### config.mk
export PLATFORM = sky130hd
export DESIGN_NAME = pre_rem
export DESIGN_NICKNAME = d
export VERILOG_FILES = /design/src/design/page_replacement_engine_top_macros.svh /design/src/design/pre_pkg.sv /design/src/design/pre_rem.sv
export SDC_FILE = /design/constraint.sdc
export NUM_CORES = 1
export LEC_CHECK = 0
export ABC_CLOCK_PERIOD_IN_PS = 3300
export BUFFER_PORTS_ARGS = -buffer_cell sky130_fd_sc_hd__buf_2
export CORE_ASPECT_RATIO = 0.9
export CORE_MARGIN = 1.5
export CORE_UTILIZATION = 54
export CTS_CLUSTER_SIZE = 12
export DETAILED_ROUTE_END_ITERATION = 12
export HOLD_SLACK_MARGIN = 0.15
export PLACE_DENSITY = 0.79
export SYNTH_ARGS = -nofsm -noshare
export SYNTH_HDL_FRONTEND = slang
export SYNTH_SLANG_ARGS = --single-unit
### constraint.sdc
create_clock -name i_clk -period 3.3 [get_ports i_clk]
set_input_delay 0.99 -clock i_clk [delete_from_list [all_inputs] [get_ports i_clk]]
set_output_delay 0.99 -clock i_clk [all_outputs]
set_load 0.005 [all_outputs]
### src/design/page_replacement_engine_top_macros.svh
// assertion helpers for the page replacement engine
`ifndef PAGE_REPLACEMENT_ENGINE_TOP_MACROS_SVH
`define PAGE_REPLACEMENT_ENGINE_TOP_MACROS_SVH

// same-cycle implication, checked out of reset
`define PRE_ASSERT_NOW(label, ante, cons, msg) \
    label: assert property (@(posedge i_clk) disable iff (!i_rst_n) (ante) |-> (cons)) \
        else $error(msg);

// next-cycle implication, checked out of reset
`define PRE_ASSERT_NEXT(label, ante, cons, msg) \
    label: assert property (@(posedge i_clk) disable iff (!i_rst_n) (ante) |=> (cons)) \
        else $error(msg);

`endif

### src/design/pre_pkg.sv
package pre_pkg;

    // default sizes
    localparam int DEF_PAGE_TABLE_ENTRIES = 65536;
    localparam int DEF_MAX_FRAMES         = 256;

    // configuration register indexes
    localparam logic [1:0] CFG_NUM_FRAMES = 2'd0;
    localparam logic [1:0] CFG_PAGE_SHIFT = 2'd1;
    localparam logic [1:0] CFG_POLICY     = 2'd2;

    // configuration reset values
    localparam logic [8:0] RST_NUM_FRAMES = 9'd4;
    localparam logic [4:0] RST_PAGE_SHIFT = 5'd8;
    localparam logic [1:0] RST_POLICY     = 2'd1;

    // victim choice codes
    localparam logic [1:0] POL_RANDOM = 2'd0;
    localparam logic [1:0] POL_FIFO   = 2'd1;
    localparam logic [1:0] POL_CLOCK  = 2'd2;

    // outcome codes
    localparam logic [1:0] OUT_HIT   = 2'd0;
    localparam logic [1:0] OUT_FILL  = 2'd1;
    localparam logic [1:0] OUT_EVICT = 2'd2;

    // 48-bit linear congruential generator
    localparam logic [47:0] LCG_SEED = 48'h0000_0001_330E;
    localparam logic [23:0] LCG_MUL_LO = 24'hECE66D;
    localparam logic [23:0] LCG_MUL_HI = 24'h0005DE;
    localparam logic [47:0] LCG_ADD = 48'hB;

    localparam logic [31:0] CNT_MAX = 32'hFFFF_FFFF;

    // width of a random draw and of a remainder dividend
    localparam int RND_W = 31;

    typedef logic [31:0] t_count;

endpackage

### src/design/pre_rem.sv
module pre_rem #(
    parameter int DW = 9
) (
    input  logic                      i_clk,
    input  logic                      i_rst_n,
    input  logic                      i_start,
    input  logic [pre_pkg::RND_W-1:0] i_dividend,
    input  logic [DW-1:0]             i_divisor,
    output logic                      o_done,
    output logic [DW-1:0]             o_rem
);
    import pre_pkg::*;

    localparam int CW = $clog2(RND_W);

    logic [RND_W-1:0] r_dvd;
    logic [DW-1:0]    r_rem;
    logic [CW-1:0]    r_cnt;
    logic             r_busy;
    logic             r_done;
    logic [DW:0]      trial;
    logic [DW:0]      diff;
    logic             fits;

    // restoring remainder, one dividend bit a cycle
    assign trial = {r_rem, r_dvd[RND_W-1]};
    assign fits  = trial >= {1'b0, i_divisor};
    assign diff  = trial - {1'b0, i_divisor};

    always_ff @(posedge i_clk) begin
        if (!i_rst_n) begin
            r_busy <= 1'b0;
            r_done <= 1'b0;
            r_cnt  <= '0;
        end else begin
            r_done <= r_busy && (r_cnt == CW'(RND_W - 1));
            if (!r_busy) begin
                if (i_start) begin
                    r_busy <= 1'b1;
                    r_cnt  <= '0;
                end
            end else begin
                r_cnt <= r_cnt + 1'b1;
                if (r_cnt == CW'(RND_W - 1)) begin
                    r_busy <= 1'b0;
                end
            end
        end
    end

    always_ff @(posedge i_clk) begin
        if (!r_busy && i_start) begin
            r_dvd <= i_dividend;
            r_rem <= '0;
        end else if (r_busy) begin
            r_dvd <= {r_dvd[RND_W-2:0], 1'b0};
            r_rem <= fits ? diff[DW-1:0] : trial[DW-1:0];
        end
    end

    assign o_done = r_done;
    assign o_rem  = r_rem;

endmodule

# Word level (Yosys, flattened, before mapping)
# Index checks and enable logic that the tools add are counted.
# Widths: inputs -> output; s select.
[word_totals] ff_bits=47 input_bits=43 wordCells=22
[classes] add_sub_neg=2 n_lt_le_gt_ge=1 eq_ne=1 muxes=8 n_reduce_logical=5
[op_table] cell="$mux 31" n=2
[op_table] cell="$ge 10x9->1" n=1
[op_table] cell="$mux 5" n=2
[op_table] cell="$mux 9" n=1
[op_table] cell="$sub 9x9->9" n=1
[op_table] cell="$add 5x1->5 const B" n=1
[op_table] cell="$eq 5x5->1 const B" n=1
[op_table] cell="$reduce_bool 2->1" n=2
[op_table] cell="$mux 1" n=3
[op_table] cell="$logic_and 1x1->1" n=2
[op_table] cell="$logic_not 1->1" n=1

# Longest topological paths before layout
[depth] word_depth=3 ltp_mapped=10 ltp_nobuf=9

# Worst setup path before layout
# Ideal clock, no wire load.
[synth_path] path_type="input-to-reg" startpoint="in i_divisor[0]" endpoint="reg r_rem[6], in the netlist o_rem[6]" setup_ps=116 t_arrival_ps=2712 required_ps=3184 path_slack_ps=471 cell_stages=9 n_path_buf=1 path_cell_list="ha_1 > inv_1 > fa_1 > a211oi_1 > o211ai_1 > a21oi_2 > buf_4 > inv_1 > a31o_2"
[synth_between] elab_chain_len=2 elab_cells_between_ends=3 classes_between="add/sub: 1; order compare: 1; mux: 1"
[synth_lines] item="start: declaration" line_no="pre_rem.sv:8" source="input logic [DW-1:0] i_divisor,"
[synth_lines] item="$sub 9x9->9 or $ge 10x9->1 (tied branches)" line_no="pre_rem.sv:28, pre_rem.sv:27"
[synth_lines] item="$mux 9 *" line_no="pre_rem.sv:57" source="r_rem <= fits ? diff[DW-1:0] : trial[DW-1:0];"
[synth_lines] item="end signal: assignment" line_no="pre_rem.sv:57"
[synth_lines] item="end: declaration" line_no="pre_rem.sv:17" source="logic [DW-1:0] r_rem;"
# Mark *: on every way between the ends. The rest lies on a longest branch, timed or not.
# A chain may end at the register's enable or synchronous reset.

# Final worst setup path
[layout_path] startpoint="in i_divisor[0]" endpoint="reg r_rem[0], in the netlist o_rem[0]"
# Same word-level chain as after synthesis.

==> flow_summary.json <==
{
  "power_frac_comb": 0.370,
  "routed_wl_um": 4570,
  "initial_core_util": 0.579,
  "grt_first_pass_wirelength_um": 7110,
  "dr_total_vias": 1757,
  "synth_flop_cell": "edfxtp_1",
  "clockRootBuffer": "clkbuf_8",
  "critPathTopFamily": "compound AO/OA/AOI/OAI gates",
  "diodes": 0,
  "fillers": 341,
  "layout.nets": 316,
  "overflow": 0,
  "ys_ff_latch": 47,
  "path_cells": "buf_2, ha_1, inv_1, fa_1, a211oi_1, o211ai_1, a21oi_2, buf_4, mux2i_1, a22o_1",
  "clock_power_share": 0.179,
  "gp_congestion": 0.810,
  "ir_drop_mv": 0.378,
  "grt_util_all_layers": 0.196,
  "setup_viol": 0,
  "drc_errors": 0,
  "internal_power_uw": 1210,
  "swShare": 0.328,
  "power_per_cell_area_nw_per_um2": 630,
  "critPathArrivalTime_ns": 3.17,
  "total_power_uw": 1800,
  "min_path_type": "register to register",
  "dp.cells": 314,
  "syn_nets": 261,
  "fmax_ghz": 0.341,
  "clock_path_buffers": 2,
  "drt-vias-per-instance": 5.46,
  "cts_hold_buf": 0,
  "final_area_um2": 2850,
  "cp-start-kind": "input pin",
  "worstSkewPairLatency_ns": 0.29,
  "final_hold_viol_count": 0,
  "final_cell_count_no_fill": 322,
  "io_pins": 53,
  "synth_cell_types": 43,
  "yosysWarnings": 0,
  "io_buffers": 52,
  "period_minus_slack_ns": 2.93,
  "post_cts_buffers": 0,
  "syn_area_um2": 2440,
  "rows": 22,
  "synth_async_sr_flop_share": 0,
  "path_clk_slew_ns": 0.08,
  "crit_start": "i_divisor[0]",
  "drive_gt1_frac": 0.385,
  "rr_startpoint": "r_dvd[30]",
  "setup_tns_ns": 0,
  "syn_area_per_cell_um2": 11.8,
  "pwr-share-seq": 0.451,
  "dieArea_um2": 4930,
  "cap_violations": 0,
  "critPathMaxFanout": 9,
  "drt_pre_antenna_iters": 4,
  "cts_tree": "yes",
  "core_area_um2": 4210,
  "end_kind": "register",
  "netlist_instances": 206,
  "leakagePower_uw": 0.00122,
  "yosysTopAreaCell": "edfxtp_1",
  "synthTopCellsByArea": "edfxtp_1 (38%), mux2_2 (14%), dfxtp_1 (13%), ha_1 (5.6%), inv_1 (2.3%)",
  "synth_top_area_frac": 0.382,
  "grt_pass1_vias": 1528,
  "antenna_left": 0,
  "slew-limit-headroom": 0.528,
  "crit_type": "input pin to register",
  "cp_slowest_cell": "fa_1",
  "holdCritStartpoint": "r_cnt[3]",
  "finClkSkew_ns": 0.00659,
  "fin_crit_sh": 0.888,
  "outcome": "completed",
  "synth.yosys.seq_area_share": 0.513,
  "slowest_delay_ns": 0.40,
  "required_ns": 3.54,
  "h-tree-depth": 2,
  "place_hpwl_um": 3330,
  "antenna_found_initial": 0,
  "synth_edf_count": 31,
  "clock_sinks": 47,
  "routedWlPerCell_um": 14.2,
  "slew_violations": 0,
  "grt_max_degree": 34,
  "dr.first_iter.drc_count": 89,
  "power.switching_uw": 591,
  "synth_commonest_cells": "edfxtp_1 (31), mux2_2 (31), dfxtp_1 (16)",
  "worst_pin_slew_ns": 0.706,
  "dpl_cell_area_um2": 2770,
  "cts_inserted_buffers": 5,
  "rsz0062_at_grt": "false",
  "area.growth.synth_to_final_pct": 17.0,
  "die_h_um": 66.8,
  "cts_resized": 0,
  "fp.dieW_um": 73.8,
  "critPathBufInv": 3
}
-- layout make-up --
class | instances | area [um2] | share of cell area
Clock inverter | 1 | 5.00 | 0.00175
Multi-Input combinational cell | 136 | 1100 | 0.385
Clock buffer | 7 | 76.3 | 0.0267
Sequential cell | 47 | 1250 | 0.438
Inverter | 15 | 56.3 | 0.0197
Timing Repair Buffer | 56 | 290 | 0.102
Tap cell | 60 | 75.1 | 0.0263
-- cell families after synthesis --
group / synth area share
DFF: 0.513
and+or+nand+nor: 0.109
muxes: 0.151
AOI/OAI and AO/OA: 0.104
xor gates and xnor gates: 0.0215
buffers and inverters: 0.0369
adders and majority gates: 0.0646
-- cell usage in the layout, fill, tap and decap left out, drive strengths merged, types with 3 or more instances in the layout --
cell | Yosys | final
and3 | 3 | 3
nand2 | 12 | 12
nand3 | 9 | 9
a32o | 3 | 3
a21oi | 11 | 11
dfxtp | 16 | 16
inv | 15 | 15
nor2 | 11 | 11
edfxtp | 31 | 31
xor2 | 4 | 4
nand2b | 4 | 4
buf | 1 | 56
mux2 | 31 | 31
o211ai | 5 | 5
ha | 11 | 11
clkbuf | 7 | 7
-- metrics by stage --
step / hold WS (ns) / utilization / worst slack, ns
detailed placement: 0.494 / 0.658 / 0.0831
finish: 0.509 / 0.678 / 0.369
global placement: 0.493 / 0.658 / 0.211
CTS: 0.507 / 0.678 / 0.378
floorplan: 0.466 / - / 0.471
global route: 0.528 / 0.678 / 0.222
-- power groups by stage --
stage / Combinational, uW / Clock, uW / Sequential, uW
3_3_place_gp: 645 / 0 / 819
3_5_place_dp: 662 / 0 / 824
6_report: 665 / 322 / 811
4_1_cts: 666 / 329 / 812
5_1_grt: 741 / 351 / 826
2_1_floorplan: 498 / 0 / 806
-- final timing paths --
path              end  slack [ns]  cells past startpoint
max reg2reg  o_rem[0]        0.70                     10
max          o_rem[0]        0.37                     10
min reg2reg  r_cnt[3]        0.51                      1
min          r_cnt[3]        0.51                      1
-- flip-flops by register name, indices dropped and copies added (netlist names) --
name,count
r_dvd,31
r_cnt,5
o_done,1
r_busy,1
o_rem,9
-- routing by layer --
| metal | vias up | wire length (um) | global-route usage |
|---|---|---|---|
| met5 | - | 0 | 0 |
| met4 | 0 | 46 | 0.0556 |
| met3 | 7 | 246 | 0.0454 |
| met2 | 60 | 2100 | 0.304 |
| met1 | 822 | 2170 | 0.276 |
| li1 | 868 | - | - |
Power figures use the tool's default switching activity.
