[config.mk]
export PLATFORM = sky130hd
export DESIGN_NAME = pre_lcg
export DESIGN_NICKNAME = d
export VERILOG_FILES = /design/src/design/page_replacement_engine_top_macros.svh /design/src/design/pre_pkg.sv /design/src/design/pre_lcg.sv
export SDC_FILE = /design/constraint.sdc
export NUM_CORES = 1
export LEC_CHECK = 0
export ABC_AREA = 1
export BUFFER_PORTS_ARGS = -buffer_cell sky130_fd_sc_hd__buf_2
export CAP_MARGIN = 15
export CORE_MARGIN = 10
export CORE_UTILIZATION = 25
export CTS_CLUSTER_SIZE = 20
export DETAILED_ROUTE_END_ITERATION = 8
export HOLD_SLACK_MARGIN = 0.02
export PLACE_DENSITY = 0.38
export SYNTH_ARGS = -nofsm -noshare
export SYNTH_HDL_FRONTEND = slang
export SYNTH_SLANG_ARGS = --single-unit
[constraint.sdc]
create_clock -name i_clk -period 8 [get_ports i_clk]
set_input_delay 1.2 -clock i_clk [delete_from_list [all_inputs] [get_ports i_clk]]
set_output_delay 1.2 -clock i_clk [all_outputs]
set_load 0.01 [all_outputs]
[src/design/page_replacement_engine_top_macros.svh]
// assertion helpers for the page replacement engine
`ifndef PAGE_REPLACEMENT_ENGINE_TOP_MACROS_SVH
`define PAGE_REPLACEMENT_ENGINE_TOP_MACROS_SVH

// same-cycle implication, checked out of reset
`define PRE_ASSERT_NOW(label, ante, cons, msg) \
    label: assert property (@(posedge i_clk) disable iff (!i_rst_n) (ante) |-> (cons)) \
        else $error(msg);

// next-cycle implication, checked out of reset
`define PRE_ASSERT_NEXT(label, ante, cons, msg) \
    label: assert property (@(posedge i_clk) disable iff (!i_rst_n) (ante) |=> (cons)) \
        else $error(msg);

`endif

[src/design/pre_pkg.sv]
package pre_pkg;

    // default sizes
    localparam int DEF_PAGE_TABLE_ENTRIES = 65536;
    localparam int DEF_MAX_FRAMES         = 256;

    // configuration register indexes
    localparam logic [1:0] CFG_NUM_FRAMES = 2'd0;
    localparam logic [1:0] CFG_PAGE_SHIFT = 2'd1;
    localparam logic [1:0] CFG_POLICY     = 2'd2;

    // configuration reset values
    localparam logic [8:0] RST_NUM_FRAMES = 9'd4;
    localparam logic [4:0] RST_PAGE_SHIFT = 5'd8;
    localparam logic [1:0] RST_POLICY     = 2'd1;

    // victim choice codes
    localparam logic [1:0] POL_RANDOM = 2'd0;
    localparam logic [1:0] POL_FIFO   = 2'd1;
    localparam logic [1:0] POL_CLOCK  = 2'd2;

    // outcome codes
    localparam logic [1:0] OUT_HIT   = 2'd0;
    localparam logic [1:0] OUT_FILL  = 2'd1;
    localparam logic [1:0] OUT_EVICT = 2'd2;

    // 48-bit linear congruential generator
    localparam logic [47:0] LCG_SEED = 48'h0000_0001_330E;
    localparam logic [23:0] LCG_MUL_LO = 24'hECE66D;
    localparam logic [23:0] LCG_MUL_HI = 24'h0005DE;
    localparam logic [47:0] LCG_ADD = 48'hB;

    localparam logic [31:0] CNT_MAX = 32'hFFFF_FFFF;

    // width of a random draw and of a remainder dividend
    localparam int RND_W = 31;

    typedef logic [31:0] t_count;

endpackage

[src/design/pre_lcg.sv]
module pre_lcg (
    input  logic                    i_clk,
    input  logic                    i_rst_n,
    input  logic                    i_start,
    output logic                    o_done,
    output logic [pre_pkg::RND_W-1:0] o_value
);
    import pre_pkg::*;

    logic [47:0] r_state;
    logic [47:0] r_acc;
    logic [47:0] r_prod;
    logic [2:0]  r_step;
    logic        r_busy;
    logic        r_done;
    logic [23:0] mul_a;
    logic [23:0] mul_b;

    // one 24x24 multiplier, three partial products mod 2^48
    always_comb begin
        case (r_step)
            3'd0: begin
                mul_a = r_state[23:0];
                mul_b = LCG_MUL_LO;
            end
            3'd1: begin
                mul_a = r_state[47:24];
                mul_b = LCG_MUL_LO;
            end
            3'd2: begin
                mul_a = r_state[23:0];
                mul_b = LCG_MUL_HI;
            end
            default: begin
                mul_a = '0;
                mul_b = '0;
            end
        endcase
    end

    always_ff @(posedge i_clk) begin
        if (!i_rst_n) begin
            r_state <= LCG_SEED;
            r_busy  <= 1'b0;
            r_step  <= '0;
            r_done  <= 1'b0;
        end else begin
            r_done <= r_busy && (r_step == 3'd4);
            if (!r_busy) begin
                if (i_start) begin
                    r_busy <= 1'b1;
                    r_step <= '0;
                end
            end else begin
                r_step <= r_step + 3'd1;
                if (r_step == 3'd4) begin
                    r_state <= r_acc + LCG_ADD;
                    r_busy  <= 1'b0;
                end
            end
        end
    end

    always_ff @(posedge i_clk) begin
        r_prod <= mul_a * mul_b;
        case (r_step)
            3'd1:    r_acc <= r_prod;
            3'd2:    r_acc <= r_acc + {r_prod[23:0], 24'd0};
            3'd3:    r_acc <= r_acc + {r_prod[23:0], 24'd0};
            default: r_acc <= r_acc;
        endcase
    end

    assign o_done  = r_done;
    assign o_value = r_state[47:17];

endmodule

### Word-level counts from Yosys, hierarchy flattened

Index checks and enable logic that the tools add are counted.

| word-level totals | value |
|---|---|
| output and inout port bits | 32 |
| word-level logic and storage cells | 30 |
| flip-flop bits (word level) | 149 |

| operators by class | value |
|---|---|
| equal/unequal tests | 4 |
| reduce and logical (&&, ||, !) cells | 8 |
| multipliers | 1 |
| muxes and demuxes | 8 |
| add/sub/neg operators | 3 |

Operators with widths:

| cell | count |
|---|---|
| 24-bit one-hot mux with 2 select lines | 2 |
| 48-bit one-hot mux with 2 select lines | 1 |
| 48-bit by 4-bit adder with 48-bit output (second input constant) | 1 |
| 48-bit adder | 1 |
| 24-bit by 24-bit multiplier with 48-bit output | 1 |
| 3-bit by 2-bit == test with 1-bit output (second input constant) | 2 |
| 3-bit 2-to-1 mux | 2 |
| 2-bit OR reduction | 3 |
| 2-bit nonzero test | 2 |
| 3-bit by 1-bit adder with 3-bit output (second input constant) | 1 |
| 3-bit by 1-bit == test with 1-bit output (second input constant) | 1 |
| 3-bit == test (second input constant) | 1 |
| 3-bit logical NOT | 1 |
| 1-bit 2-to-1 mux | 3 |
| 2-bit AND reduction | 1 |
| 1-bit logical AND | 1 |

### Longest topological paths before layout

| logic depth | value |
|---|---|
| depth after elaboration | 4 |
| gate-level depth with buffers | 34 |
| gate-level depth less buffers | 33 |

### Worst setup path before layout

Ideal clock, no wire load.

| path | value |
|---|---|
| path type | reg2reg |
| start | reg r_step[0] |
| end | reg r_prod[40] |
| setup time | 112 ps |
| arrival | 6670 ps |
| path buffers | 2 |
| path slack | 1218 ps |
| stages on the path, launching flop included | 29 |
| cells stage by stage | dfxtp_1 -> inv_1 -> ha_1 -> o21ai_2 -> buf_6 -> buf_4 -> o21a_1 -> nor2_1 -> inv_1 -> fa_1 -> inv_1 -> fa_1 -> fa_1 -> fa_1 -> inv_1 -> fa_1 -> fa_1 -> fa_1 -> inv_1 -> ha_1 -> nand2_1 -> nor2_1 -> inv_1 -> nor2_1 -> nand3b_1 -> nand3_1 -> nand2_1 -> nand3_1 -> nand2_1 |

| between the ends | value |
|---|---|
| longest elaborated chain between the ends | 4 |
| elaborated cells between the ends (all ways) | 8 |
| classes of those cells | mul (1); eq/ne (2); mux (2); reduce/logical (3) |

RTL lines:

| element | line | text |
|---|---|---|
| from (decl) | pre_lcg.sv:13 | `logic [2:0] r_step;` |
| from (signal assigned) | pre_lcg.sv:55 | `r_step <= r_step + 3'd1;` |
| 3-bit by 2-bit == test with 1-bit output (tied with other cells) | pre_lcg.sv:21 | `case (r_step)` |
| 2-bit OR reduction (no line) | -- |  |
| 24-bit one-hot mux with 2 select lines | pre_lcg.sv:21 |  |
| 24-bit by 24-bit multiplier with 48-bit output (*) | pre_lcg.sv:65 | `r_prod <= mul_a * mul_b;` |
| to (signal assigned) | pre_lcg.sv:65 |  |
| to (decl) | pre_lcg.sv:12 | `logic [47:0] r_prod;` |

Mark *: on every way between the ends. The rest lies on a longest branch, timed or not.
A chain may end at the register's enable or synchronous reset.

### Worst setup path after layout

| path | value |
|---|---|
| start | reg r_step[0] |
| end | reg r_prod[41] |

Same word-level chain as after synthesis.

==> results.md <==
- Starting density of the core: 25.1%
- Layout Nets: 3745
- Worst-case clock buffer depth: 2
- Die Width: 329 um
- CTS Sinks: 149
- DR WL/cell: 18.6 um
- GP Congestion: 0.903
- Setup tns final: 0 ns
- Root buf cell: clkbuf_16
- Setup ws final: 0.582 ns
- Maximum fanout along the worst path: 19
- Layout area overhead: 10.2%
- Min Tclk post-route: 7.42 ns
- H-tree level count: 4
- Slew @ Worst Pin: 0.931 ns
- Syn Inst Count: 3066
- Post-Syn Nets: 3689
- Num rows: 113
- GRT Total Usage: 15.4%
- Crit start category: register
- Main synth FF type: dfxtp_1
- RSZ-0062 raised after global routing: no
- Clock slew seen by the registers of the worst setup and hold paths: 0.08 ns
- DR iter-0 viols: 1138
- DP Worst Slack: 0.242 ns
- Final antenna-violating net count: 0
- Slew margin rel.: 37.6%
- Fraction of layout instances using a drive strength above 1: 6.06%
- Status: finished clean
- Slowest stage delay, CP: 0.60 ns
- CP Data Arrival Time: 7.74 ns
- Final Hold Viols: 0
- Vias in the first global route: 18.9k
- Setup CP Type: reg2reg
- Ys async rst share: 0%
- Total global routing overflow: 0
- Final Cycle Share: 92.7%
- Most common cell after layout, fill and taps aside: inv_1
- Final count of negative-setup-slack endpoints: 0
- Final instance area: 26200 um2
- ANT cells: 0
- Worst reg2reg path startpoint: r_step[0]$_SDFFE_PN0P_
- CP max-delay cell: fa_1
- First-pass GRT wire length: 124000 um
- Detailed-placement wirelength estimate: 73900 um
- Hold Crit Class: reg2reg
- Post-CTS Setup Repair Bufs: 0
- Number of vias per cell: 4.16
- Drt pass-1 iters: 6
- Die area: 108000 um2
- Slew Limit Fails: 0
- Worst setup path startpoint: r_step[0]$_SDFFE_PN0P_
- Total number of vias: 18.3k
- Dpl cell area: 25600 um2
- Worst clock skew: 0.0171 ns
- Synthesized area per cell: 7.77 um2
- Io pins: 35
- Largest net degree at the start of global routing: 42
- Multi-input logic area: 16600 um2
- Most frequent cells in the layout: inv_1 (876), nand2_1 (704), fa_1 (360)
- Post-synthesis cell area: 23800 um2
- DRC: 0
- FMAX: 0.135 GHz
- Flops & latches, synth: 149
- Number of max-cap violations: 0
- CORE AREA: 94700 um2
- Hold_sp: r_state[13]$_SDFFE_PN1P_
- Most frequent CP cell: fa_1
- Post-synth EDFFs: 48
- Final wirelength: 81700 um
- Fillers: 10.6k
- Cell variety after synth: 46
- Seq/Total Area, Yosys: 14.5%
- CP top delay family: adder cells
- CTS tree: yes
- Worst path required time: 8.33 ns
- CTS buffer count: 17
- WP buf/inv: 7
- Seq. cell area: 3460 um2
- Die Height: 329 um
- I/O Buffers: 34
- Initial antenna violation count: 0
- Endpoint class of the critical path: register
- YS warnings: 0
- Clk Latency, worst-skew pair: 0.45 ns
==> worst reg2reg max path: cells and delay by family (launching register included) <==
| kind | cells | cell delay, ns |
|---|---|---|
| AOI/OAI and AO/OA | 2 | 0.61 |
| adders and majority gates | 9 | 4.22 |
| buffers and inverters | 7 | 0.74 |
| DFF | 1 | 0.34 |
| and+or+nand+nor | 10 | 1.37 |
==> cells in the mapped netlist (16+ instances only) <==
library cell / instances / area [um2]
ha_1: 260 / 3250
o21ai_0: 19 / 95.1
nand3_1: 115 / 576
o22ai_1: 19 / 119
edfxtp_1: 48 / 1440
inv_2: 16 / 60.1
nand2_1: 704 / 2640
inv_1: 876 / 3290
nor2_1: 230 / 863
buf_4: 32 / 240
xor2_1: 36 / 315
dfxtp_1: 101 / 2020
fa_1: 360 / 7210
nand4_1: 24 / 150
xnor2_1: 20 / 175
a21oi_1: 67 / 335
==> metal layers <==
layer  vias up  routed length, um  track usage [%]
met5         -                  0                0
met4         0                577             1.57
met3        25               2190             1.30
met2       260              39300             26.0
met1      8885              39700             21.8
li1       9130                  -                -
==> timing repair <==
| item | in CTS | in global routing |
|---|---|---|
| endpoints found under the hold margin | 0 | 0 |
| hold buffers | 0 | 0 |
| gates resized for setup | 0 | 1 |
| setup endpoints to repair | 0 | 16 |
==> metrics by stage <==
step	utilization (%)	std cells	hold slack, ns
global route	27.7	4400	0.515
detailed placement	27.1	4368	0.475
floorplan	-	3066	0.432
finish	27.7	4400	0.490
CTS	27.7	4400	0.493
global placement	27.1	4368	0.470
==> final cells by class <==
class / instances / area share, %
clock buffer: 18 / 1.72
clock inverter: 14 / 0.582
inverter: 895 / 12.8
multi-input combinational: 1967 / 63.4
sequential: 149 / 13.2
tap: 1265 / 6.03
timing repair buffer: 92 / 2.31
==> flip-flops by register name, summed over array words and instances, names as in the netlist <==
name,cells
r_prod,48
r_acc,48
r_busy,1
r_state,48
o_done,1
r_step,3
==> kinds of logic (layout without fill, tap and decap cells) <==
family | count (synthesis) | after routing | synth area share [%]
AOI/OAI and AO/OA | 151 | 151 | 4.01
xor gates and xnor gates | 56 | 56 | 2.06
adders and majority gates | 620 | 620 | 43.9
buffers and inverters | 950 | 1019 | 15.6
DFF | 149 | 149 | 14.5
and+or+nand+nor | 1140 | 1140 | 19.8
==> final timing paths <==
kind                                   end  slack, ns  cells past startpoint
setup / recovery        r_prod[41]$_DFF_P_       0.58                     28
hold / removal    r_state[13]$_SDFFE_PN1P_       0.49                      2
hold reg to reg   r_state[13]$_SDFFE_PN1P_       0.49                      2
setup reg to reg        r_prod[41]$_DFF_P_       0.58                     28
Power is not shown: default switching activity piles up to over one toggle a cycle in this logic, so the estimate is an artifact.
